## src/sv/cdbt_pkg.sv

```systemverilog
// Shared constants, codes and item types of the column duty/boost tracker.
`default_nettype none

package cdbt_pkg;

   // Default window depths
   localparam int DUTY_WINDOW_DEF    = 128;
   localparam int PATTERN_WINDOW_DEF = 32;

   // Fixed-point formats
   localparam int          DUTY_FRAC = 15;
   localparam logic [15:0] Q15_ONE   = 16'h8000;
   localparam logic [15:0] Q8_ONE    = 16'h0100;

   localparam logic signed [15:0] NO_PATTERN = -16'sd1;

   // Item op codes
   localparam logic [1:0] OP_OVERLAP = 2'd0;
   localparam logic [1:0] OP_STATE   = 2'd1;
   localparam logic [1:0] OP_BOOST   = 2'd2;

   // Control register port
   localparam int CSR_INDEX_W = 2;
   localparam int CSR_DATA_W  = 16;

   localparam logic [CSR_INDEX_W-1:0] CSR_MIN_ACTIVATION = 2'd0;
   localparam logic [CSR_INDEX_W-1:0] CSR_BOOST_START    = 2'd1;
   localparam logic [CSR_INDEX_W-1:0] CSR_BOOST_GAIN     = 2'd2;

   localparam logic [9:0]  MIN_ACTIVATION_RST = 10'd1;
   localparam logic [15:0] BOOST_START_RST    = 16'd0;
   localparam logic [15:0] BOOST_GAIN_RST     = 16'd256;

   typedef struct packed {
      logic [1:0]         op;
      logic [9:0]         raw_sum;
      logic               active;
      logic signed [15:0] pattern;
      logic [15:0]        min_duty;
   } req_item_type;

   typedef struct packed {
      logic [17:0]        boosted_sum;
      logic [15:0]        overlap_duty;
      logic [15:0]        active_duty;
      logic signed [15:0] likely_pattern;
      logic [15:0]        boost_value;
      logic               strengthen;
   } rsp_item_type;

   // Top level to pattern mode unit
   typedef struct packed {
      logic               start;
      logic signed [15:0] pattern;
   } mode_req_type;

   // Pattern mode unit to top level
   typedef struct packed {
      logic               done;
      logic signed [15:0] likely;
   } mode_rsp_type;

endpackage

`default_nettype wire

```

## src/sv/cdbt_channels.sv

```systemverilog
// Valid/ready channel interfaces for request and response items.
`default_nettype none

interface cdbt_req_if;
   import cdbt_pkg::*;

   logic         valid;
   logic         ready;
   req_item_type data;

   modport source (output valid, output data, input ready);
   modport sink   (input valid, input data, output ready);
endinterface

interface cdbt_rsp_if;
   import cdbt_pkg::*;

   logic         valid;
   logic         ready;
   rsp_item_type data;

   modport source (output valid, output data, input ready);
   modport sink   (input valid, input data, output ready);
endinterface

`default_nettype wire

```

## src/sv/cdbt_serial_div.sv

```systemverilog
// Restoring radix-2 divider: (ones << 15) / window, one quotient bit per cycle.
`default_nettype none

module cdbt_serial_div #(
   parameter int DEN_W = 8
) (
   input  wire logic             clock,
   input  wire logic             reset,
   input  wire logic             start,
   input  wire logic [DEN_W-1:0] ones,
   input  wire logic [DEN_W-1:0] denom,
   output logic                  done,
   output logic [15:0]           quotient
);
   import cdbt_pkg::*;

   localparam int NUM_W = DEN_W + DUTY_FRAC;
   localparam int CNT_W = $clog2(NUM_W + 1);

   logic [NUM_W-1:0] quo_ff, quo_in;
   logic [DEN_W-1:0] rem_ff, rem_in;
   logic [DEN_W-1:0] den_ff, den_in;
   logic [CNT_W-1:0] cnt_ff, cnt_in;
   logic             done_ff, done_in;
   logic [DEN_W:0]   rem_sh, rem_diff;
   logic             ge;

   always_comb begin
      rem_sh   = {rem_ff, quo_ff[NUM_W-1]};
      rem_diff = rem_sh - {1'b0, den_ff};
      ge       = rem_sh >= {1'b0, den_ff};

      quo_in  = quo_ff;
      rem_in  = rem_ff;
      den_in  = den_ff;
      cnt_in  = cnt_ff;
      done_in = 1'b0;

      if (start) begin
         quo_in = {ones, {DUTY_FRAC{1'b0}}};
         rem_in = '0;
         den_in = denom;
         cnt_in = CNT_W'(NUM_W);
      end else if (cnt_ff != '0) begin
         quo_in  = {quo_ff[NUM_W-2:0], ge};
         // remainder stays below the divisor, so the top bit drops cleanly
         rem_in  = ge ? rem_diff[DEN_W-1:0] : rem_sh[DEN_W-1:0];
         cnt_in  = cnt_ff - 1'b1;
         done_in = (cnt_ff == CNT_W'(1));
      end
   end

   always_ff @(posedge clock) begin
      if (reset) begin
         cnt_ff  <= '0;
         done_ff <= 1'b0;
      end else begin
         cnt_ff  <= cnt_in;
         done_ff <= done_in;
      end
   end

   always_ff @(posedge clock) begin
      quo_ff <= quo_in;
      rem_ff <= rem_in;
      den_ff <= den_in;
   end

   assign done     = done_ff;
   assign quotient = quo_ff[15:0];

endmodule

`default_nettype wire

```

## src/sv/cdbt_pat_mode.sv

```systemverilog
// Pattern history memory and pairwise-count mode finder (ties to smallest).
`default_nettype none

module cdbt_pat_mode #(
   parameter int PATTERN_WINDOW = cdbt_pkg::PATTERN_WINDOW_DEF
) (
   input  wire logic                                  clock,
   input  wire logic                                  reset,
   input  wire cdbt_pkg::mode_req_type                mode_req,
   input  wire logic [$clog2(PATTERN_WINDOW+1)-1:0]   mode_len,
   output cdbt_pkg::mode_rsp_type                     mode_rsp
);
   import cdbt_pkg::*;

   localparam int PAW = $clog2(PATTERN_WINDOW);
   localparam int MW  = $clog2(PATTERN_WINDOW + 1);

   typedef enum logic [5:0] {
      M_IDLE = 6'b000001,
      M_RDI  = 6'b000010,
      M_CAP  = 6'b000100,
      M_SCAN = 6'b001000,
      M_UPD  = 6'b010000,
      M_DONE = 6'b100000
   } mstate_type;

   mstate_type state_ff, state_in;

   logic signed [15:0]        pat_mem_ff [PATTERN_WINDOW];
   logic [PATTERN_WINDOW-1:0] pat_vld_ff;
   logic signed [15:0]        rd_data_ff;
   logic                      rd_vld_ff;
   logic [PAW-1:0]            rd_addr;
   logic signed [15:0]        rd_word;

   logic [PAW-1:0]     wr_ptr_ff, wr_ptr_in;
   logic [MW-1:0]      i_ff, i_in, j_ff, j_in, len_ff, len_in;
   logic [MW-1:0]      cnt_ff, cnt_in, best_cnt_ff, best_cnt_in;
   logic signed [15:0] cand_ff, cand_in, best_ff, best_in;
   logic               cmp_vld_ff, cmp_vld_in;
   logic               wr_en;

   assign wr_en   = (state_ff == M_IDLE) && mode_req.start;
   assign rd_word = rd_vld_ff ? rd_data_ff : NO_PATTERN;

   always_comb begin
      state_in    = state_ff;
      wr_ptr_in   = wr_ptr_ff;
      i_in        = i_ff;
      j_in        = j_ff;
      len_in      = len_ff;
      cnt_in      = cnt_ff;
      best_cnt_in = best_cnt_ff;
      cand_in     = cand_ff;
      best_in     = best_ff;
      cmp_vld_in  = 1'b0;
      rd_addr     = '0;

      unique case (state_ff)
         M_IDLE: begin
            if (mode_req.start) begin
               wr_ptr_in   = (wr_ptr_ff == PAW'(PATTERN_WINDOW - 1)) ? '0 : wr_ptr_ff + 1'b1;
               i_in        = '0;
               len_in      = mode_len;
               best_in     = NO_PATTERN;
               best_cnt_in = '0;
               state_in    = (mode_len == '0) ? M_DONE : M_RDI;
            end
         end
         M_RDI: begin
            rd_addr  = i_ff[PAW-1:0];
            state_in = M_CAP;
         end
         M_CAP: begin
            cand_in  = rd_word;
            j_in     = '0;
            cnt_in   = '0;
            state_in = M_SCAN;
         end
         M_SCAN: begin
            // read j issued here, compared in the next cycle
            rd_addr = j_ff[PAW-1:0];
            if (j_ff < len_ff) begin
               j_in       = j_ff + 1'b1;
               cmp_vld_in = 1'b1;
            end
            if (cmp_vld_ff && (rd_word == cand_ff)) begin
               cnt_in = cnt_ff + 1'b1;
            end
            if ((j_ff >= len_ff) && !cmp_vld_ff) begin
               state_in = M_UPD;
            end
         end
         M_UPD: begin
            if ((cnt_ff > best_cnt_ff) || ((cnt_ff == best_cnt_ff) && (cand_ff < best_ff))) begin
               best_in     = cand_ff;
               best_cnt_in = cnt_ff;
            end
            i_in     = i_ff + 1'b1;
            state_in = (i_in == len_ff) ? M_DONE : M_RDI;
         end
         M_DONE: begin
            state_in = M_IDLE;
         end
         default: begin
            state_in = M_IDLE;
         end
      endcase
   end

   // history memory: one write, one registered read
   always_ff @(posedge clock) begin
      if (wr_en) begin
         pat_mem_ff[wr_ptr_ff] <= mode_req.pattern;
      end
      rd_data_ff <= pat_mem_ff[rd_addr];
      rd_vld_ff  <= pat_vld_ff[rd_addr];
   end

   always_ff @(posedge clock) begin
      if (reset) begin
         state_ff   <= M_IDLE;
         pat_vld_ff <= '0;
         wr_ptr_ff  <= '0;
         cmp_vld_ff <= 1'b0;
      end else begin
         state_ff   <= state_in;
         wr_ptr_ff  <= wr_ptr_in;
         cmp_vld_ff <= cmp_vld_in;
         if (wr_en) begin
            pat_vld_ff[wr_ptr_ff] <= 1'b1;
         end
      end
   end

   always_ff @(posedge clock) begin
      i_ff        <= i_in;
      j_ff        <= j_in;
      len_ff      <= len_in;
      cnt_ff      <= cnt_in;
      best_cnt_ff <= best_cnt_in;
      cand_ff     <= cand_in;
      best_ff     <= best_in;
   end

   assign mode_rsp.done   = (state_ff == M_DONE);
   assign mode_rsp.likely = best_ff;

endmodule

`default_nettype wire

```

## src/sv/column_duty_boost_tracker_core.sv

```systemverilog
// Top level of the column duty-cycle and boost tracker.
`default_nettype none

// Per-column bookkeeping for a spatial-pooler column, one item at a time.
// An overlap item (op 0) thresholds the raw sum against min_activation, counts
// the step, logs overlap in a bit ring, recomputes the overlap duty and returns
// the sum times the Q8.8 boost. A state item (op 1) logs activity, recomputes
// the active duty and, when active, stores the pattern index and finds the most
// frequent recent index (ties go to the smallest). A boost item (op 2) sets the
// boost from the active-duty shortfall and flags strengthening when the overlap
// duty is below min_duty. Op 3 changes nothing. Duties are Q1.15, boost Q8.8.
// Flow: one item at a time; req ready is high only in idle. Op 3 goes straight
// to the result and a boost item through the multiply. A duty update scans the
// ring one bit a cycle through a registered read, then, for nonzero n =
// min(DUTY_WINDOW, steps), runs the serial divider (CW bits hold DUTY_WINDOW);
// an empty window keeps the old duty. An overlap item then goes through the
// multiply and output, an inactive state item to output, and an active state
// item runs the pattern mode unit over the last m = min(PATTERN_WINDOW,
// activations) patterns.
// A finished item sits in the output register, so the next item may be
// accepted while it waits. No clearing pass after reset: the active ring keeps
// a fill count so entries not yet written read as zero; the overlap scan only
// ever reaches written entries.
module column_duty_boost_tracker_core #(
   parameter int DUTY_WINDOW    = cdbt_pkg::DUTY_WINDOW_DEF,
   parameter int PATTERN_WINDOW = cdbt_pkg::PATTERN_WINDOW_DEF
) (
   input  wire logic                             clock,
   input  wire logic                             reset,
   cdbt_req_if.sink                              req_chan,
   cdbt_rsp_if.source                            rsp_chan,
   input  wire logic                             csr_wr_en,
   input  wire logic [cdbt_pkg::CSR_INDEX_W-1:0] csr_index,
   input  wire logic [cdbt_pkg::CSR_DATA_W-1:0]  csr_wdata
);
   import cdbt_pkg::*;

   localparam int CW = $clog2(DUTY_WINDOW + 1);    // ones / window count
   localparam int AW = $clog2(DUTY_WINDOW);        // ring index
   localparam int MW = $clog2(PATTERN_WINDOW + 1); // pattern window length

   typedef enum logic [6:0] {
      S_IDLE = 7'b0000001,
      S_SCAN = 7'b0000010,
      S_DIV  = 7'b0000100,
      S_MODE = 7'b0001000,
      S_MUL  = 7'b0010000,
      S_FIN  = 7'b0100000,
      S_DONE = 7'b1000000
   } state_type;

   state_type state_ff, state_in;

   // control registers
   logic [9:0]  min_act_ff, min_act_in;
   logic [15:0] boost_start_ff, boost_start_in;
   logic [15:0] boost_gain_ff, boost_gain_in;

   // column state
   logic                   overlap_mem_ff [DUTY_WINDOW];
   logic                   active_mem_ff  [DUTY_WINDOW];
   logic [CW-1:0]          act_fill_ff, act_fill_in;
   logic [AW-1:0]          overlap_ptr_ff, overlap_ptr_in;
   logic [AW-1:0]          active_ptr_ff, active_ptr_in;
   logic [31:0]            step_count_ff, step_count_in;
   logic [31:0]            active_count_ff, active_count_in;
   logic [15:0]            boost_ff, boost_in;
   logic [15:0]            active_duty_ff, active_duty_in;
   logic [15:0]            overlap_duty_ff, overlap_duty_in;
   logic signed [15:0]     likely_ff, likely_in;

   // item in flight
   logic [1:0]         op_ff, op_in;
   logic [9:0]         raw_ff, raw_in;
   logic               act_ff, act_in;
   logic signed [15:0] pattern_ff, pattern_in;
   logic [15:0]        min_duty_ff, min_duty_in;
   logic [CW-1:0]      scan_idx_ff, scan_idx_in;
   logic               scan_vld_ff, scan_vld_in;
   logic [CW-1:0]      ones_ff, ones_in;
   logic [31:0]        product_ff, product_in;
   logic [17:0]        boosted_ff, boosted_in;
   logic               strengthen_ff, strengthen_in;

   // ring read port
   logic [AW-1:0] rd_idx;
   logic          ovl_rd_ff, act_rd_ff, act_ok_ff;
   logic          ovl_we, act_we;

   // output register
   rsp_item_type rsp_data_ff, rsp_data_in;
   logic         rsp_valid_ff, rsp_valid_in;

   // datapath
   logic [9:0]   raw_thr;
   logic [CW-1:0] n_win;
   logic [MW-1:0] m_win;
   logic         ring_bit;
   logic [15:0]  mul_a, mul_b;
   logic [31:0]  mul_prod;
   logic [17:0]  boost_sum;
   logic [15:0]  boost_sat;
   logic         boost_hold;
   logic         duty_end;
   logic         div_start, div_done;
   logic [15:0]  div_quot;
   mode_req_type mode_req;
   mode_rsp_type mode_rsp;
   logic         req_acc;

   assign req_chan.ready = (state_ff == S_IDLE);
   assign req_acc        = req_chan.valid && req_chan.ready;
   assign ovl_we         = req_acc && (req_chan.data.op == OP_OVERLAP);
   assign act_we         = req_acc && (req_chan.data.op == OP_STATE);

   assign rsp_chan.valid = rsp_valid_ff;
   assign rsp_chan.data  = rsp_data_ff;

   always_comb begin
      raw_thr = (req_chan.data.raw_sum < min_act_ff) ? '0 : req_chan.data.raw_sum;

      // window sizes track the counters, clamped to the ring depth
      n_win = (step_count_ff >= 32'(DUTY_WINDOW)) ? CW'(DUTY_WINDOW) : step_count_ff[CW-1:0];
      m_win = (active_count_ff >= 32'(PATTERN_WINDOW)) ?
              MW'(PATTERN_WINDOW) : active_count_ff[MW-1:0];

      rd_idx   = (scan_idx_ff < n_win) ? scan_idx_ff[AW-1:0] : '0;
      ring_bit = (op_ff == OP_OVERLAP) ? ovl_rd_ff : (act_rd_ff && act_ok_ff);

      // one shared multiplier: sum * boost, or shortfall * gain
      mul_a    = (op_ff == OP_OVERLAP) ? {6'b0, raw_ff} : (min_duty_ff - active_duty_ff);
      mul_b    = (op_ff == OP_OVERLAP) ? boost_ff : boost_gain_ff;
      mul_prod = mul_a * mul_b;

      boost_sum  = {1'b0, product_ff[31:15]} + {2'b0, Q8_ONE};
      boost_sat  = (boost_sum > 18'h0FFFF) ? 16'hFFFF : boost_sum[15:0];
      boost_hold = (step_count_ff < {16'b0, boost_start_ff}) || (active_duty_ff > min_duty_ff);
   end

   always_comb begin
      state_in        = state_ff;
      min_act_in      = min_act_ff;
      boost_start_in  = boost_start_ff;
      boost_gain_in   = boost_gain_ff;
      act_fill_in     = act_fill_ff;
      overlap_ptr_in  = overlap_ptr_ff;
      active_ptr_in   = active_ptr_ff;
      step_count_in   = step_count_ff;
      active_count_in = active_count_ff;
      boost_in        = boost_ff;
      active_duty_in  = active_duty_ff;
      overlap_duty_in = overlap_duty_ff;
      likely_in       = likely_ff;
      op_in           = op_ff;
      raw_in          = raw_ff;
      act_in          = act_ff;
      pattern_in      = pattern_ff;
      min_duty_in     = min_duty_ff;
      scan_idx_in     = scan_idx_ff;
      scan_vld_in     = 1'b0;
      ones_in         = ones_ff;
      product_in      = product_ff;
      boosted_in      = boosted_ff;
      strengthen_in   = strengthen_ff;
      rsp_data_in     = rsp_data_ff;
      rsp_valid_in    = rsp_valid_ff && !rsp_chan.ready;
      div_start       = 1'b0;
      duty_end        = 1'b0;
      mode_req.start   = 1'b0;
      mode_req.pattern = pattern_ff;

      if (csr_wr_en) begin
         unique case (csr_index)
            CSR_MIN_ACTIVATION: min_act_in     = csr_wdata[9:0];
            CSR_BOOST_START:    boost_start_in = csr_wdata;
            CSR_BOOST_GAIN:     boost_gain_in  = csr_wdata;
            default: ;
         endcase
      end

      unique case (state_ff)
         S_IDLE: begin
            if (req_acc) begin
               op_in         = req_chan.data.op;
               raw_in        = raw_thr;
               act_in        = req_chan.data.active;
               pattern_in    = req_chan.data.pattern;
               min_duty_in   = req_chan.data.min_duty;
               scan_idx_in   = '0;
               ones_in       = '0;
               boosted_in    = '0;
               strengthen_in = (req_chan.data.op == OP_BOOST) &&
                               (overlap_duty_ff < req_chan.data.min_duty);
               unique case (req_chan.data.op)
                  OP_OVERLAP: begin
                     step_count_in  = step_count_ff + 1'b1;
                     overlap_ptr_in = (overlap_ptr_ff == AW'(DUTY_WINDOW - 1)) ?
                                      '0 : overlap_ptr_ff + 1'b1;
                     state_in = S_SCAN;
                  end
                  OP_STATE: begin
                     active_ptr_in = (active_ptr_ff == AW'(DUTY_WINDOW - 1)) ?
                                     '0 : active_ptr_ff + 1'b1;
                     act_fill_in   = (act_fill_ff == CW'(DUTY_WINDOW)) ?
                                     act_fill_ff : act_fill_ff + 1'b1;
                     if (req_chan.data.active) begin
                        active_count_in = active_count_ff + 1'b1;
                     end
                     state_in = S_SCAN;
                  end
                  OP_BOOST: state_in = S_MUL;
                  default:  state_in = S_DONE;
               endcase
            end
         end
         S_SCAN: begin
            // count ones in ring entries 0..n-1; read issued here, summed in the next cycle
            if (scan_idx_ff < n_win) begin
               scan_idx_in = scan_idx_ff + 1'b1;
               scan_vld_in = 1'b1;
            end
            if (scan_vld_ff) begin
               ones_in = ones_ff + CW'(ring_bit);
            end
            if ((scan_idx_ff >= n_win) && !scan_vld_ff) begin
               if (n_win == '0) begin
                  duty_end = 1'b1;   // empty window keeps the old duty
               end else begin
                  div_start = 1'b1;
                  state_in  = S_DIV;
               end
            end
         end
         S_DIV: begin
            if (div_done) begin
               if (op_ff == OP_OVERLAP) begin
                  overlap_duty_in = div_quot;
               end else begin
                  active_duty_in = div_quot;
               end
               duty_end = 1'b1;
            end
         end
         S_MODE: begin
            if (mode_rsp.done) begin
               likely_in = mode_rsp.likely;
               state_in  = S_DONE;
            end
         end
         S_MUL: begin
            product_in = mul_prod;
            state_in   = S_FIN;
         end
         S_FIN: begin
            if (op_ff == OP_OVERLAP) begin
               boosted_in = product_ff[25:8];
            end else begin
               boost_in = boost_hold ? Q8_ONE : boost_sat;
            end
            state_in = S_DONE;
         end
         S_DONE: begin
            if (!rsp_valid_ff || rsp_chan.ready) begin
               rsp_data_in.boosted_sum    = boosted_ff;
               rsp_data_in.overlap_duty   = overlap_duty_ff;
               rsp_data_in.active_duty    = active_duty_ff;
               rsp_data_in.likely_pattern = likely_ff;
               rsp_data_in.boost_value    = boost_ff;
               rsp_data_in.strengthen     = strengthen_ff;
               rsp_valid_in               = 1'b1;
               state_in                   = S_IDLE;
            end
         end
         default: begin
            state_in = S_IDLE;
         end
      endcase

      // after the duty update: overlap goes to the multiply, an active
      // state item to the pattern mode search, an inactive one to done
      if (duty_end) begin
         if (op_ff == OP_OVERLAP) begin
            state_in = S_MUL;
         end else if (act_ff) begin
            mode_req.start = 1'b1;
            state_in       = S_MODE;
         end else begin
            state_in = S_DONE;
         end
      end
   end

   // history rings: one write at accept, one registered read a cycle
   always_ff @(posedge clock) begin
      if (ovl_we) begin
         overlap_mem_ff[overlap_ptr_ff] <= (raw_thr != '0);
      end
      if (act_we) begin
         active_mem_ff[active_ptr_ff] <= req_chan.data.active;
      end
      ovl_rd_ff <= overlap_mem_ff[rd_idx];
      act_rd_ff <= active_mem_ff[rd_idx];
      act_ok_ff <= (scan_idx_ff < act_fill_ff);
   end

   always_ff @(posedge clock) begin
      if (reset) begin
         state_ff        <= S_IDLE;
         min_act_ff      <= MIN_ACTIVATION_RST;
         boost_start_ff  <= BOOST_START_RST;
         boost_gain_ff   <= BOOST_GAIN_RST;
         act_fill_ff     <= '0;
         overlap_ptr_ff  <= '0;
         active_ptr_ff   <= '0;
         step_count_ff   <= '0;
         active_count_ff <= '0;
         boost_ff        <= Q8_ONE;
         active_duty_ff  <= Q15_ONE;
         overlap_duty_ff <= Q15_ONE;
         likely_ff       <= NO_PATTERN;
         scan_vld_ff     <= 1'b0;
         rsp_valid_ff    <= 1'b0;
      end else begin
         state_ff        <= state_in;
         min_act_ff      <= min_act_in;
         boost_start_ff  <= boost_start_in;
         boost_gain_ff   <= boost_gain_in;
         act_fill_ff     <= act_fill_in;
         overlap_ptr_ff  <= overlap_ptr_in;
         active_ptr_ff   <= active_ptr_in;
         step_count_ff   <= step_count_in;
         active_count_ff <= active_count_in;
         boost_ff        <= boost_in;
         active_duty_ff  <= active_duty_in;
         overlap_duty_ff <= overlap_duty_in;
         likely_ff       <= likely_in;
         scan_vld_ff     <= scan_vld_in;
         rsp_valid_ff    <= rsp_valid_in;
      end
   end

   always_ff @(posedge clock) begin
      op_ff         <= op_in;
      raw_ff        <= raw_in;
      act_ff        <= act_in;
      pattern_ff    <= pattern_in;
      min_duty_ff   <= min_duty_in;
      scan_idx_ff   <= scan_idx_in;
      ones_ff       <= ones_in;
      product_ff    <= product_in;
      boosted_ff    <= boosted_in;
      strengthen_ff <= strengthen_in;
      rsp_data_ff   <= rsp_data_in;
   end

   cdbt_serial_div #(
      .DEN_W (CW)
   ) u_div (
      .clock    (clock),
      .reset    (reset),
      .start    (div_start),
      .ones     (ones_ff),
      .denom    (n_win),
      .done     (div_done),
      .quotient (div_quot)
   );

   cdbt_pat_mode #(
      .PATTERN_WINDOW (PATTERN_WINDOW)
   ) u_mode (
      .clock    (clock),
      .reset    (reset),
      .mode_req (mode_req),
      .mode_len (m_win),
      .mode_rsp (mode_rsp)
   );

endmodule

`default_nettype wire
```

## src/flat_wrapper.sv

```systemverilog
// flat-port wrapper written by rule: the top's interface ports become plain ports
module column_duty_boost_tracker_core_flat import cdbt_pkg::*;
#(
   parameter int DUTY_WINDOW    = cdbt_pkg::DUTY_WINDOW_DEF,
   parameter int PATTERN_WINDOW = cdbt_pkg::PATTERN_WINDOW_DEF
)
  (clock, reset, csr_wr_en, csr_index, csr_wdata, req_chan_valid, req_chan_data, req_chan_ready, rsp_chan_valid, rsp_chan_data, rsp_chan_ready);
  cdbt_req_if req_chan_i ();
  cdbt_rsp_if rsp_chan_i ();
  input  wire logic clock;
  input  wire logic reset;
  input  wire logic csr_wr_en;
  input  wire logic [cdbt_pkg::CSR_INDEX_W-1:0] csr_index;
  input  wire logic [cdbt_pkg::CSR_DATA_W-1:0] csr_wdata;
  input wire logic [$bits(req_chan_i.valid)-1:0] req_chan_valid;
  input wire logic [$bits(req_chan_i.data)-1:0] req_chan_data;
  output wire logic [$bits(req_chan_i.ready)-1:0] req_chan_ready;
  output wire logic [$bits(rsp_chan_i.valid)-1:0] rsp_chan_valid;
  output wire logic [$bits(rsp_chan_i.data)-1:0] rsp_chan_data;
  input wire logic [$bits(rsp_chan_i.ready)-1:0] rsp_chan_ready;
  assign req_chan_i.valid = req_chan_valid;
  assign req_chan_i.data = req_chan_data;
  assign req_chan_ready = req_chan_i.ready;
  assign rsp_chan_valid = rsp_chan_i.valid;
  assign rsp_chan_data = rsp_chan_i.data;
  assign rsp_chan_i.ready = rsp_chan_ready;
  column_duty_boost_tracker_core #(.DUTY_WINDOW(DUTY_WINDOW), .PATTERN_WINDOW(PATTERN_WINDOW)) u_core (.clock(clock), .reset(reset), .req_chan(req_chan_i), .rsp_chan(rsp_chan_i), .csr_wr_en(csr_wr_en), .csr_index(csr_index), .csr_wdata(csr_wdata));
endmodule
```

## config.mk

```make
export PLATFORM = sky130hd
export DESIGN_NAME = column_duty_boost_tracker_core_flat
export DESIGN_NICKNAME = d
export VERILOG_FILES = /design/src/sv/cdbt_pkg.sv /design/src/sv/cdbt_channels.sv /design/src/sv/cdbt_serial_div.sv /design/src/sv/cdbt_pat_mode.sv /design/src/sv/column_duty_boost_tracker_core.sv /design/src/flat_wrapper.sv
export SDC_FILE = /design/constraint.sdc
export NUM_CORES = 2
export LEC_CHECK = 0
export ABC_AREA = 1
export BUFFER_PORTS_ARGS = -buffer_cell sky130_fd_sc_hd__buf_2
export CAP_MARGIN = 20
export CORE_MARGIN = 1
export CORE_UTILIZATION = 55
export DETAILED_ROUTE_END_ITERATION = 10
export PLACE_DENSITY_LB_ADDON = 0.15
export SYNTH_ARGS = -nofsm -noshare
export SYNTH_HDL_FRONTEND = slang
export SYNTH_SLANG_ARGS = --single-unit
```

## constraint.sdc

```tcl
create_clock -name clock -period 6.5 [get_ports clock]
set_input_delay 1.3 -clock clock [delete_from_list [all_inputs] [get_ports clock]]
set_output_delay 1.3 -clock clock [all_outputs]
set_load 0.01 [all_outputs]
```

## After elaboration in Yosys (flattened, before gate mapping)

Memory sizes are Yosys's and may differ from the RTL's. A register that Yosys moved wholly into a read port is not among the register bits.
Index checks and enable logic that the tools add are counted.

- Bits in registers: 549
- Memories kept: 3
- Logic and storage cells: 270
- Output and inout port bits: 85
- RAM bits: 768

- Bitwise operators: 6
- Add/sub/neg operators: 15
- Reduce and logical (&&, ||, !) cells: 59
- Multiply operators: 1
- Multiplexer cells: 77
- Magnitude comparators: 18
- Eq/ne operators: 40

Memory list:

| name | words | bits a word | rd ports | clocked after Yosys merged registers in | wr ports | line | text |
|---|---|---|---|---|---|---|---|
| u_core.u_mode.pat_mem_ff | 32 | 16 | 1 | 1 | 1 | cdbt_pat_mode.sv:29 | `logic signed [15:0] pat_mem_ff [PATTERN_WINDOW];` |
| u_core.active_mem_ff | 128 | 1 | 1 | 1 | 1 | column_duty_boost_tracker_core.sv:61 | `logic active_mem_ff [DUTY_WINDOW];` |
| u_core.overlap_mem_ff | 128 | 1 | 1 | 1 | 1 | column_duty_boost_tracker_core.sv:60 | `logic overlap_mem_ff [DUTY_WINDOW];` |

Operators with widths:

| kind | number |
|---|---|
| 16-bit 2-to-1 mux | 7 |
| 7-bit 2-to-1 mux | 11 |
| 32-bit by 1-bit adder with 32-bit output (second input constant) | 2 |
| 6-bit 2-to-1 mux | 9 |
| 7-bit case mux with 7 select lines | 1 |
| 6-bit case mux with 2 select lines | 4 |
| 23-bit 2-to-1 mux | 2 |
| 8-bit 2-to-1 mux | 5 |
| 18-bit 2-to-1 mux | 2 |
| 18-bit case mux with 2 select lines | 1 |
| 32-bit by 6-bit >= comparator with 1-bit output (second input constant) | 1 |
| 32-bit by 8-bit >= comparator with 1-bit output (second input constant) | 1 |
| 16-bit < comparator | 2 |
| 32-bit by 16-bit < comparator with 1-bit output | 1 |
| 16-bit by 16-bit multiplier with 32-bit output | 1 |
| 32-bit bitwise OR | 1 |
| 16-bit case mux with 2 select lines | 1 |
| 8-bit case mux with 2 select lines | 2 |
| 6-bit case mux with 5 select lines | 1 |
| 2-bit AND reduction | 12 |
| 3-bit AND reduction | 8 |
| 1-bit 2-to-1 mux | 22 |
| 7-bit == test (second input constant) | 3 |
| 17-bit by 9-bit adder with 18-bit output (second input constant) | 1 |
| 64 further kinds | 115 |

## Longest topological paths before layout

- Depth after elaboration: 10
- Depth in mapped cells: 36
- Mapped depth without buffers: 36

## Modules after synthesis

A second synthesis with hierarchy kept.

- Cell total of the unflattened synthesis: 7492
- Area total of the unflattened synthesis: 69874.5 µm²

By module, submodules not included:

| module | instances | cells an instance | seq. area each (µm²) | area each (µm²) |
|---|---|---|---|---|
| column_duty_boost_tracker_core | 1 | 4538 | 17386.7 | 39152.6 |
| cdbt_pat_mode | 1 | 2693 | 18457.7 | 28391.0 |
| cdbt_serial_div | 1 | 261 | 1061.0 | 2331.0 |

## Worst setup path before layout

OpenSTA, ideal clock, no wires.

- Path type: register -> register
- Start point: reg u_core.min_duty_ff[2]
- End point: reg u_core.product_ff[30] (data pin)
- Setup slack: -0.319 ns
- Arrival time: 6.567 ns
- Required time: 6.248 ns
- Cell stages (with the launch flop): 35
- Buffers on the path: 1
- Cell sequence: edfxtp_1 > ha_1 > a21oi_1 > o21ai_1 > a21oi_1 > or2_1 > nand3b_1 > nand2_1 > o21ai_1 > or2_2 > nand3_1 > buf_2 > nand3_1 > fa_1 > fa_1 > inv_1 > fa_1 > inv_1 > fa_1 > inv_1 > fa_1 > inv_1 > fa_1 > inv_1 > ha_1 > nand2_1 > nor2_1 > inv_1 > o21a_1 > o21ai_2 > inv_2 > o21ai_2 > nand3_1 > nand3_1 > nand2_1

- Longest elaborated chain between the ends: 3

RTL lines:

| item | line | text |
|---|---|---|
| from (decl) | column_duty_boost_tracker_core.sv:77 | `logic [15:0] min_duty_ff, min_duty_in;` |
| from (signal assigned) | column_duty_boost_tracker_core.sv:347 | `min_duty_ff <= min_duty_in;` |
| 16-bit subtractor | column_duty_boost_tracker_core.sv:131 | `mul_a = (op_ff == OP_OVERLAP) ? {6'b0, raw_ff} : (min_duty_ff - active_duty_ff);` |
| 16-bit 2-to-1 mux | column_duty_boost_tracker_core.sv:131 |  |
| 16-bit by 16-bit multiplier with 32-bit output | column_duty_boost_tracker_core.sv:133 | `mul_prod = mul_a * mul_b;` |
| named net u_core.mul_prod[30] | column_duty_boost_tracker_core.sv:100 | `logic [31:0] mul_prod;` |
| to (signal assigned) | column_duty_boost_tracker_core.sv:350 | `product_ff <= product_in;` |
| to (decl) | column_duty_boost_tracker_core.sv:81 | `logic [31:0] product_ff, product_in;` |

The timed path passes the listed nets, and every way through them passes these cells.
A chain may end at the register's enable or synchronous reset.

## Worst setup path after layout

- Start point: reg u_core.min_duty_ff[4]
- End point: reg u_core.product_ff[31] (data pin)

The elaborated chain is that of the path after synthesis.

==> summary.txt <==
Route
  • Vias per std cell: 5.68
  • Average routed wire per standard cell: 20.8 um
  • Count of antenna-violating nets left after detailed routing: 0
  • First-pass iteration count of the detailed router: 5
  • Final routed wirelength across all metal layers: 188000 um
  • DRT iter0 DRCs: around 5.3k
  • Post-route DRC: 0
  • Vias: approximately 51k

Timing
  • Final Max Slew Viols: 0
  • Setup repair after global routing missed its margin: yes
  • Slew HR: 0.242
  • Worst-case clock skew: between 30 and 40 ps
  • # setup viols final: 21
  • Final Hold Fails: 0
  • Transition time at the pin with the least slew margin: 1140 ps
  • Final period demand of the worst path: 7020 ps
  • Setup TNS: -9320 ps
  • Highest clock rate: around 140 MHz
  • Share of the clock period used by the worst path after layout: 1.08
  • Worst setup margin: -524 ps

GRT
  • Number of antenna violations at the first check in global routing: 0
  • Leftover overflow at the end of global routing: 0
  • Global-route wire length before repair: roughly 280000 um
  • Largest net degree at the start of global routing: roughly 160
  • Vias in the first global route: ~50k
  • Global router's overall resource usage: 0.302

Clock tree
  • Number of hold buffers added after CTS: 0
  • Inserted Clock Buffers: 143
  • CTS H-tree depth: 4
  • Clock buffer depth: 3
  • CTS tree: yes
  • Clock root buffer master: clkbuf_16
  • Number of sinks on the clock net: about 1.3k
  • Clk_lat worst skew: 800 ps
  • Clock transition time at the flip-flop clock pins of the worst setup and hold paths: around 60 ps

Synth
  • Number of enable-type register cells in the synthesized netlist: between 1k and 1.5k
  • Cell taking the most area after synthesis: edfxtp_1
  • Post-synthesis net count: 7390
  • Most used standard cell by instance count after synthesis: edfxtp_1
  • Syn Inst Count: 6898
  • Area contributors post-synth: edfxtp_1, dfxtp_1, fa_1, inv_1, nand2_1
  • Primary FF master, synth: edfxtp_1
  • Most frequent cells after synthesis: edfxtp_1, inv_1, nand2_1, nor2_1, o21ai_0
  • Synthesis-stage register bit count: roughly 1.3k
  • Share of Yosys cell area claimed by the top area cell type: 0.461
  • Synth cell types: 69
  • Post-Syn Area: 67300 sq um
  • Number of warnings printed during yosys synthesis: 0
  • Mean cell area of the mapped netlist: between 9 and 10 sq um
  • Sequential cell area fraction in the yosys report: 0.548
  • Post-synthesis async set-or-reset flop share: 0

Cells and area
  • Net count reported at finish: 7776
  • Share of layout cells above drive strength 1: 0.150
  • P&R area growth vs syn: 17.0%

Critical path
  • Critical path required time: 7040 ps
  • Category of the worst setup path launch point: register
  • Biggest fanout along the worst timing path: 5
  • Largest incremental delay on the critical path: 580 ps
  • Slowest cell on the critical path: fa_1
  • Critical Path End Type: register
  • CP dominant cell by count: fa_1
  • Worst EP arrival: 7560 ps
  • Worst r2r path cells: 32
  • Category of the most critical setup path: register to register

Place
  • Quantity of I/O buffers inserted on ports: 152
  • Post-detail-place hpwl: between 100000 and 150000 um
  • Global placer's final weighted congestion: 0.957

Pwr
  • Leakage component of the power: 31.2 nW
  • Sum of internal, switching and leakage power: a little over 30 mW
  • Maximum resistive drop on vdd: around 570 uV
  • Pwr per Cell Area: 390 nW/um^2

Hold path
  • Worst Hold Class: register to register
  • Worst hold path cell count: 0

Outcome
  • Failing checks: setup timing
  • Outcome: finished with violations

Die
  • Die footprint: 124000 sq um
  • Die outline height: ~350 um
  • Chip Width: 352 um
  • Row count: 127
  • Initial standard-cell utilization of the core: 0.558
  • Core region area: 121000 sq um
  • Boundary Pins: roughly 150

Run
  • Max-cap check violation count: 0
==> cell families (layout without fill, tap and decap cells) <==
group	after synthesis	after routing	share of synthesized area
compound gates	1025	1025	0.0881
xor+xnor	83	83	0.0108
fa+ha+maj	424	424	0.101
buf+inv	1326	1831	0.0762
flops	1327	1327	0.548
other cells	0	1	0
simple gates	2713	2713	0.176
==> routing by layer <==
metal | wire length (um) | global-route usage | up-vias
li1 | - | - | 24012
met1 | 79700 | 0.414 | 24858
met2 | 88600 | 0.491 | 1941
met3 | 13000 | 0.0412 | 373
met4 | 6420 | 0.114 | 0
met5 | 0 | 0 | -
==> sequential cells by signal, indices dropped and copies added, names as in the netlist, 18 cells and up <==
name	cells
u_core.step_count_ff	32
u_core.u_div.quo_ff	23
u_core.u_mode.pat_mem_ff	512
u_core.active_count_ff	32
u_core.u_mode.pat_vld_ff	32
u_core.active_mem_ff	128
u_core.overlap_mem_ff	128
u_core.product_ff	24
u_core.boosted_ff	18
u_core.rsp_chan.data	83
==> report_power, final <==
part	switching, mW	total (mW)	internal [mW]
sequential	0.338	10.3	9.92
clock	3.51	8.50	4.99
combinational	6.92	11.9	5.00
==> worst paths after layout <==
path | start | endpoint | slack [ps]
min reg2reg | u_core.boosted_ff[9] | u_core.rsp_chan.data[74] | 400
max reg2reg | u_core.min_duty_ff[4] | u_core.product_ff[31] | -520
max | u_core.min_duty_ff[4] | u_core.product_ff[31] | -520
min | u_core.boosted_ff[9] | u_core.rsp_chan.data[74] | 400
==> per-stage QoR <==
stage	util	setup WS [ps]	instance area [sq um]	cells	hold slack [ps]
2_1_floorplan	-	-39.9	67600	6898	400
5_1_grt	0.653	-810	78700	9015	405
6_report	0.653	-524	78700	9016	400
3_3_place_gp	0.596	-695	71900	8700	402
4_1_cts	0.644	-471	77700	8988	398
3_5_place_dp	0.597	-737	72000	8704	405
==> final cells by class <==
cell class / instances / area [sq um]
diodes: 1 / 2.50
clock buffers: 177 / 3820
clock inverters: 87 / 1100
fillers: 9636 / 41900
inverters: 1029 / 3890
multi-input cells: 4245 / 26700
flip-flops and latches: 1327 / 36900
well taps: 1612 / 2020
repair buffers: 538 / 4290
==> repair_timing <==
action,in CTS,in global routing
gates cloned,0,1
buffers inserted,22,16
pin swaps,93,107
endpoints found under the setup margin,23,24
resized for setup,164,151
==> cells in the final DEF, fill, tap and decap left out, types with 58 or more instances in the layout <==
cell type / netlist / final
fa_1: 195 / 187
nand4_1: 177 / 177
a21oi_1: 316 / 285
edfxtp_1: 1033 / 1033
o21ai_0: 444 / 425
nand3_1: 441 / 425
inv_2: 20 / 58
clkbuf_16: 0 / 146
inv_1: 997 / 956
nor3_1: 87 / 82
dfxtp_1: 294 / 294
nor2_1: 925 / 893
buf_4: 8 / 320
xor2_1: 61 / 58
o221ai_1: 129 / 129
buf_2: 75 / 150
nand2_1: 948 / 910
ha_1: 229 / 200
==> worst max-delay path, delay by kind of cell (launching register included) <==
kind,cells,cell delay (ps)
and+or+nand+nor,13,1410
buffers and inverters,7,590
xor gates and xnor gates,1,140
AOI/OAI and AO/OA,3,400
adders and majority gates,8,3780
DFF,1,420
(Power assumes the default switching activity.)
